--- src/hw/rtl/ttb_div.sv ---
// restoring unsigned divider, one quotient bit per cycle
`default_nettype none
module ttb_div #(
	parameter int NumWidth = 45,
	parameter int DenWidth = 31
) (
	input  wire logic                clk,
	input  wire logic                arst_n,
	input  wire logic                start,
	input  wire logic [NumWidth-1:0] num,
	input  wire logic [DenWidth-1:0] den,
	output logic                     done,
	output logic [NumWidth-1:0]      quo
);
	localparam int CntW = $clog2(NumWidth + 1);

	logic            busy_q;
	logic            done_q;
	logic [CntW-1:0] cnt_q;
	logic [NumWidth-1:0] num_q;
	logic [NumWidth-1:0] quo_q;
	logic [DenWidth-1:0] den_q;
	logic [DenWidth-1:0] rem_q;
	logic [DenWidth:0]   trial;
	logic                ge;

	// shift in the next numerator bit and try the subtract
	assign trial = {rem_q, num_q[NumWidth-1]};
	assign ge    = trial >= {1'b0, den_q};

	// control
	always_ff @(posedge clk or negedge arst_n) begin
		if (!arst_n) begin
			busy_q <= 1'b0;
			done_q <= 1'b0;
			cnt_q  <= '0;
		end else begin
			done_q <= busy_q && (cnt_q == CntW'(1));
			if (start && !busy_q) begin
				busy_q <= 1'b1;
				cnt_q  <= CntW'(NumWidth);
			end else if (busy_q) begin
				cnt_q <= cnt_q - CntW'(1);
				if (cnt_q == CntW'(1)) begin
					busy_q <= 1'b0;
				end
			end
		end
	end

	// datapath
	always_ff @(posedge clk) begin
		if (start && !busy_q) begin
			num_q <= num;
			den_q <= den;
			rem_q <= '0;
		end else if (busy_q) begin
			rem_q <= ge ? DenWidth'(trial - {1'b0, den_q}) : DenWidth'(trial);
			num_q <= num_q << 1;
			quo_q <= {quo_q[NumWidth-2:0], ge};
		end
	end

	assign done = done_q;
	assign quo  = quo_q;
endmodule
`default_nettype wire

--- config.mk ---
export PLATFORM = sky130hd
export DESIGN_NAME = ttb_div
export DESIGN_NICKNAME = d
export VERILOG_FILES = /design/src/hw/rtl/ttb_div.sv
export SDC_FILE = /design/constraint.sdc
export NUM_CORES = 1
export LEC_CHECK = 0
export BUFFER_PORTS_ARGS = -buffer_cell sky130_fd_sc_hd__buf_4
export CORE_ASPECT_RATIO = 0.75
export CORE_UTILIZATION = 40
export CTS_BUF_LIST = sky130_fd_sc_hd__clkbuf_16
export CTS_CLUSTER_SIZE = 12
export DETAILED_ROUTE_END_ITERATION = 10
export SLEW_MARGIN = 20
export SYNTH_ARGS = -nofsm -noshare
export SYNTH_HDL_FRONTEND = slang
export SYNTH_SLANG_ARGS = --single-unit
--- constraint.sdc ---
create_clock -name clk -period 2.9 [get_ports clk]
set_input_delay 0.58 -clock clk [delete_from_list [all_inputs] [get_ports clk]]
set_output_delay 0.58 -clock clk [all_outputs]
set_load 0.1 [all_outputs]
# Word level (Yosys, flattened, before mapping)
# Cells that the tools add are included.
# word_totals
ff_bits	160
inputBits	79
out_inout_bits	46
elab_cells	25
# op_classes
n_addsub	2
order_cmp	1
n_eq_ne	1
muxes	8
bitwise_logic	1
reduce_logical	5
# op_table
cell	count
$mux 45	2
$ge 32x31->1	1
$mux 31	1
$sub 31x31->31	1
$mux 6	2
$eq 6x1->1 const B	1
$sub 6x1->6 const B	1
$mux 1	3
$logic_and 1x1->1	2
$reduce_and 2->1	1
$reduce_bool 2->1	1
$logic_not 1->1	1
$not 1->1	1

# Logic depth before layout (Yosys ltp)
# Gate-level depths: netlist (run 1).
# logic_depth
word_depth	4
ltp_mapped	14
mapped_depth_nobuf	13

# Worst setup path before layout (run 1)
# No wires, ideal clock.
# synth_timing
path_kind	reg2reg
start	register num_q[44]
end	register rem_q[26]
setup_ns	0.070
arrival_time_ns	2.796
required_ns	2.830
path_slack_ns	0.034
stages_incl_launch_ff	13
n_path_buf	0
period_less_slack_ns	2.866
cell_sequence	edfxtp_1 inv_1 ha_1 fa_1 nand2b_1 a21oi_2 o311a_1 a311o_1 or4b_1 a21oi_1 nor3_1 or3b_1 a21oi_1
# synth_via
elab_chain_len	2
word_cells_on_any_way	3
classes_between	add/sub (1); order compare (1); mux (1)
# synth_lines
element	line	rtl
from (decl)	20	logic [NumWidth-1:0] num_q;
from (signal assigned)	54	num_q <= num;
from (signal assigned)	59	num_q <= num_q << 1;
$sub 31x31->31 or $ge 32x31->1 (tied branches)	58, 29	
$mux 31 *	58	rem_q <= ge ? DenWidth'(trial - {1'b0, den_q}) : DenWidth'(trial);
to (signal assigned)	58	
to (decl)	23	logic [DenWidth-1:0] rem_q;
# Mark *: on every way between the ends. The rest lies on a longest branch, timed or not.
# A chain may end at the register's enable or synchronous reset.

# Final worst setup path (run 1)
# layout_timing
start	register den_q[0]
end	register rem_q[26]
# layout_via
elab_chain_len	2
word_cells_on_any_way	3
classes_between	add/sub (1); order compare (1); mux (1)
# layout_lines
element	line	rtl
from (decl)	22	logic [DenWidth-1:0] den_q;
from (signal assigned)	55	den_q <= den;
$sub 31x31->31 or $ge 32x31->1 (tied branches)	58, 29	
$mux 31 *	58	
# Marked as above.

==> results of run 1 <==
==> sequential cells by signal, indices dropped and copies added, names as in the netlist <==
| register | flops |
|---|---|
| cnt_q | 6 |
| quo | 45 |
| done | 1 |
| num_q | 45 |
| busy_q | 1 |
| rem_q | 31 |
| den_q | 31 |
==> through the flow <==
step	instance area (um^2)	hold slack (ns)	instances	utilization	worst slack [ns]
after floorplan	7636	0.2844	616	-	0.03415
after global placement	9074	0.4045	997	0.4874	-0.1053
after detailed placement	9074	0.4041	997	0.4874	-0.1808
after CTS	9878	0.3092	1036	0.5306	-0.03363
after global routing	9957	0.3077	1036	0.5349	-0.2617
final	9957	0.3291	1036	0.5349	-0.1292
==> logic make-up after synthesis <==
group | count (synthesis) | synth area share
buf+inv | 68 | 0.03605
fa+ha+maj | 34 | 0.05669
compound gates | 149 | 0.1281
flops | 160 | 0.5833
mux | 69 | 0.09798
xor+xnor | 24 | 0.02753
simple gates | 112 | 0.07029
==> worst max path at each step <==
stage / start / end / cells after the start
2_1_floorplan: num_q[44] / rem_q[26] / 12
3_3_place_gp: num_q[44] / rem_q[26] / 12
3_5_place_dp: den_q[0] / rem_q[22] / 13
4_1_cts: den_q[0] / rem_q[19] / 13
5_1_grt: num_q[44] / rem_q[15] / 15
6_report: den_q[0] / rem_q[26] / 11
==> area by class of cell <==
class | instances | area [um^2]
Fill cell | 1626 | 8658
Sequential cell | 160 | 4456
Tap cell | 247 | 309.0
Clock inverter | 15 | 237.7
Timing Repair Buffer | 166 | 1318
Inverter | 43 | 163.9
Multi-Input combinational cell | 388 | 3048
Clock buffer | 17 | 425.4
==> cells in the final DEF, fill, tap and decap left out, types with 3 or more instances in the layout <==
cell and instances:
dfrtp_1 7, o21ai_0 28, a211oi_1 3, o21ai_2 3, edfxtp_1 121, nor2_1 18, buf_4 158, nand2_1 42
o21a_1 8, mux2i_1 22, a21oi_1 33, xnor2_1 15, a21boi_0 4, inv_6 4, mux2_2 46, nand3_1 8
o211ai_1 3, a21o_1 18, nor3_1 9, and3_1 4, buf_6 3, nor2b_1 4, dfxtp_1 31, a32oi_1 3
xor2_1 9, o21ai_1 14, buf_12 3, ha_1 31, a31oi_1 3, inv_1 40, nand4_1 5, bufinv_16 4
inv_8 3, nand2b_1 5, clkbuf_16 17
==> repair_timing <==
| item | in CTS | in global routing |
|---|---|---|
| endpoints found under the hold margin | 8 | 0 |
| buffers inserted | 4 | 2 |
| pin swaps | 11 | 12 |
| gates cloned | 2 | 0 |
| setup endpoints to repair | 29 | 31 |
| resized for setup | 11 | 28 |
| hold buffers | 1 | 0 |
==> worst max-delay path: stages (launching register included) <==
cell and delay (ns):
edfxtp_1 0.43, ha_4 0.19, fa_2 0.37, nand2b_4 0.17, a21oi_4 0.14, o311a_1 0.23, a311o_1 0.21, or4b_4 0.52
a21oi_4 0.16, nor3_1 0.05, or3b_1 0.38, a21oi_2 0.12
==> metal layers <==
| layer | vias up | global-route usage |
|---|---|---|
| met5 | - | 0 |
| met4 | 0 | 0.05130 |
| met3 | 8 | 0.05924 |
| met2 | 138 | 0.2745 |
| met1 | 2610 | 0.2464 |
| li1 | 2601 | - |
==> flow_metrics.env, run 1 <==
export IMPL_max_freq_ghz=0.3301
export IMPL_top_layer_used="met4"
export IMPL_crit_required_ns=3.26
export IMPL_grt_max_degree=59
export IMPL_drc=0
export IMPL_min_from="den[25]"
export IMPL_synth_area_leader_cell="edfxtp_1"
export IMPL_synth_edf_count=121
export IMPL_initial_core_util=0.4102
export IMPL_fin_setup_tns_ns=-1.585
export IMPL_ys_types=65
export IMPL_yosysMostFrequentCell="edfxtp_1"
export IMPL_synthTopCellsByCount="edfxtp_1, mux2_2, nand2_1, inv_1, o21ai_0"
export IMPL_crit_fanout=3
export IMPL_r2r_slack_ns=-0.13
export IMPL_crit_arrival_ns=3.39
export IMPL_worstSetupEndpointType="register"
export IMPL_antenna_found_initial=0
export IMPL_critPathLaunchType="register"
export IMPL_violations="setup timing"
export IMPL_min_path_cells=1
export IMPL_drv_slew=0
export IMPL_avgSynthCellArea_um2=12.40
export IMPL_grt_util_all_layers=0.1807
export IMPL_path_class="register to register"
export IMPL_core_um2=18620
export IMPL_die_x_um=161.5
export IMPL_dp_hpwl_um=11530
export IMPL_die_y_um=121.7
export IMPL_syn_area_um2=7636
export IMPL_grt_pass1_wl_um=27600
export IMPL_fin_skew_ns=0.01068
export IMPL_drive_gt1_frac=0.3473
export IMPL_root_buffer="clkbuf_16"
export IMPL_wl_met1_um=8213
export IMPL_tightest_slew_ns=1.006
export IMPL_grt_ovfl_total=0
export IMPL_dr_pass1_iters=5
export IMPL_viasPerCell=5.171
export IMPL_clkSinkCount=160
export IMPL_setup_viol=25
export IMPL_areaGrowthSynthToFinish_pct=30.39
export IMPL_netlist_instances=616
export IMPL_grt_pass1_vias=5405
export IMPL_layout_nets=889
export IMPL_n_antenna_cell=0
export IMPL_htreeDepth=4
export IMPL_maxCapViolCount=0
export IMPL_ys_warn_count=0
export IMPL_setup_ws_ns=-0.1292
export IMPL_cts_buffers=17
export IMPL_min_to="den_q[25]"
export IMPL_wirelength_um=17180
export IMPL_r2r_end="rem_q[26]"
export IMPL_dieArea_um2=19650
export IMPL_clk_latency_ns=0.43
export IMPL_cts_tree="yes"
export IMPL_synth_nets=729
export IMPL_vias=5357
export IMPL_synth_flop_cell="edfxtp_1"
export IMPL_hold_class="input pin to register"
export IMPL_period_share=1.045
export IMPL_row_count=43
export IMPL_netlist_area_leader_share=0.4758
export IMPL_synthArstFlopShare=0.05000
export IMPL_seq_area_frac_synth=0.5833
export IMPL_outcome="complete, but fails checks"
export IMPL_io_pins=125
export IMPL_drtIter0Drc=318
export IMPL_wl_per_cell_um=16.58
export IMPL_ant_nets=0
export IMPL_port_buffers=124
export IMPL_r2r_cells=11
export IMPL_period_needed_ns=3.029
export IMPL_wl_met3_um=1132
export IMPL_hold_violations=0
export IMPL_slew_headroom=0.3283
export IMPL_rsz0062_at_grt="yes"
export IMPL_clock_path_buffers=2
export IMPL_wl_met2_um=7729
export IMPL_globalplace_congestion=0.9188
export IMPL_synthTopCellsByArea="edfxtp_1, dfxtp_1, mux2_2"
export IMPL_rr_startpoint="den_q[0]"
export IMPL_cts_clk_slew_worst_paths_ns=0.07
export IMPL_yosys_register_bits=160
Power of run 1 is not shown: default switching activity piles up to over one toggle a cycle in this logic, so the estimate is an artifact.
==> inputs of run 2 (changes only) <==
- GPL_TIMING_DRIVEN: default -> 0
==> run 2 against run 1 <==
Against the previous run: the flow still finishes with violations (setup timing); hold slack improved by 0.0025 ns; utilization down 0.84 points; first-iteration DRC count rose by 28%; via count fell by 0.17%; largest cell class unchanged; wire length is 2.0% lower.
==> flow_metrics.env, run 2 (synthesis results as in run 1) <==
export IMPL_outcome="complete, but fails checks"
export IMPL_violations="setup timing"
export IMPL_min_path_cells=1
export IMPL_r2r_slack_ns=-0.16
export IMPL_grt_max_degree=31
export IMPL_hold_violations=0
export IMPL_max_freq_ghz=0.3270
export IMPL_drtIter0Drc=407
export IMPL_row_count=43
export IMPL_htreeDepth=4
export IMPL_wirelength_um=16840
export IMPL_dp_hpwl_um=11890
export IMPL_fillers=1653
export IMPL_final_cell_area_um2=9801
export IMPL_period_share=1.055
export IMPL_core_um2=18620
export IMPL_cts_buffers=17
export IMPL_slew_headroom=0.5472
export IMPL_globalplace_congestion=0.8590
export IMPL_clkSinkCount=160
export IMPL_period_needed_ns=3.058
export IMPL_setup_viol=31
export IMPL_postPlaceCellArea_um2=8946
export IMPL_crit_arrival_ns=3.40
export IMPL_dieArea_um2=19650
export IMPL_die_x_um=161.5
export IMPL_antenna_found_initial=0
export IMPL_fin_skew_ns=0.01005
export IMPL_final_common_cell="buf_4"
export IMPL_maxCapViolCount=0
export IMPL_drc=0
export IMPL_vias=5348
export IMPL_tightest_slew_ns=0.6792
export IMPL_cts_tree="yes"
export IMPL_path_class="register to register"
export IMPL_hold_class="input pin to register"
export IMPL_n_antenna_cell=0
export IMPL_clk_latency_ns=0.42
export IMPL_port_buffers=124
export IMPL_rr_startpoint="den_q[14]"
export IMPL_r2r_end="rem_q[29]"
export IMPL_ant_nets=0
export IMPL_final_cell_mix="buf_4, edfxtp_1, mux2_2, inv_1, nand2_1"
export IMPL_die_y_um=121.7
export IMPL_r2r_cells=12
export IMPL_crit_fanout=7
export IMPL_critPathLaunchType="register"
export IMPL_wl_per_cell_um=16.24
export IMPL_dr_pass1_iters=5
export IMPL_crit_required_ns=3.24
export IMPL_io_pins=125
export IMPL_areaGrowthSynthToFinish_pct=28.35
export IMPL_initial_core_util=0.4102
export IMPL_worstSetupEndpointType="register"
export IMPL_viasPerCell=5.157
export IMPL_cts_clk_slew_worst_paths_ns=0.07
export IMPL_grt_ovfl_total=0
export IMPL_grt_pass1_wl_um=27370
export IMPL_min_to="den_q[14]"
export IMPL_drv_slew=0
export IMPL_fin_util=0.5265
export IMPL_layout_nets=890
export IMPL_setup_ws_ns=-0.1581
export IMPL_grt_pass1_vias=5412
export IMPL_drive_gt1_frac=0.3165
export IMPL_grt_util_all_layers=0.1792
export IMPL_clock_path_buffers=2
export IMPL_fin_setup_tns_ns=-2.741
export IMPL_rsz0062_at_grt="yes"
export IMPL_root_buffer="clkbuf_16"
export IMPL_min_from="den[14]"
[run 2: worst max path at each step]
stage	from	endpoint	slack, ns	cells past startpoint
6_report	den_q[14]	rem_q[29]	-0.16	12
5_1_grt	num_q[44]	rem_q[2]	-0.29	15
4_1_cts	num_q[44]	rem_q[29]	-0.11	14
3_5_place_dp	num_q[44]	rem_q[22]	-0.49	14
3_3_place_gp	num_q[44]	rem_q[22]	-0.48	14
2_1_floorplan	num_q[44]	rem_q[26]	0.03	12
[run 2: final cells by class]
type / instances / area [um^2] / share of cell area
tap: 247 / 309.0 / 0.03153
timing repair buffer: 142 / 1134 / 0.1157
clock inverter: 15 / 143.9 / 0.01468
clock buffer: 17 / 425.4 / 0.04341
multi-input combinational: 388 / 3042 / 0.3104
buffer: 25 / 128.9 / 0.01315
sequential: 160 / 4454 / 0.4545
inverter: 43 / 163.9 / 0.01672
[run 2: critical path, cell delays in order, from the launching register on]
cell	delay (ns)
edfxtp_1	0.38
inv_1	0.08
ha_1	0.22
clkbuf_1	0.20
a21o_1	0.23
a21o_1	0.17
a21oi_1	0.20
o21a_1	0.15
a2bb2oi_1	0.33
a311oi_2	0.16
a41oi_1	0.31
mux2_2	0.38
o211ai_1	0.15
[run 2: through the flow]
stage / setup WS (ns) / std cells / hold slack, ns
2_1_floorplan: 0.03415 / 616 / 0.2844
3_3_place_gp: -0.4784 / 987 / 0.4018
3_5_place_dp: -0.4926 / 990 / 0.4056
4_1_cts: -0.1052 / 1036 / 0.3122
5_1_grt: -0.2858 / 1037 / 0.3134
6_report: -0.1581 / 1037 / 0.3316
[run 2: timing repair]
item / CTS / global route
pin swaps: 10 / 1
hold endpoints to repair: 8 / 0
setup endpoints to repair: 32 / 32
resized for setup: 25 / 13
gates cloned: 0 / 0
hold buffers: 1 / 0
buffers inserted: 13 / 1
[run 2: routing by layer]
layer,track usage,part of all wire
met2,0.2602,0.43
met3,0.05584,0.065
met1,0.2551,0.50
met4,0.05366,0.010
met5,0,0
Power of run 2 is left out for the same reason.
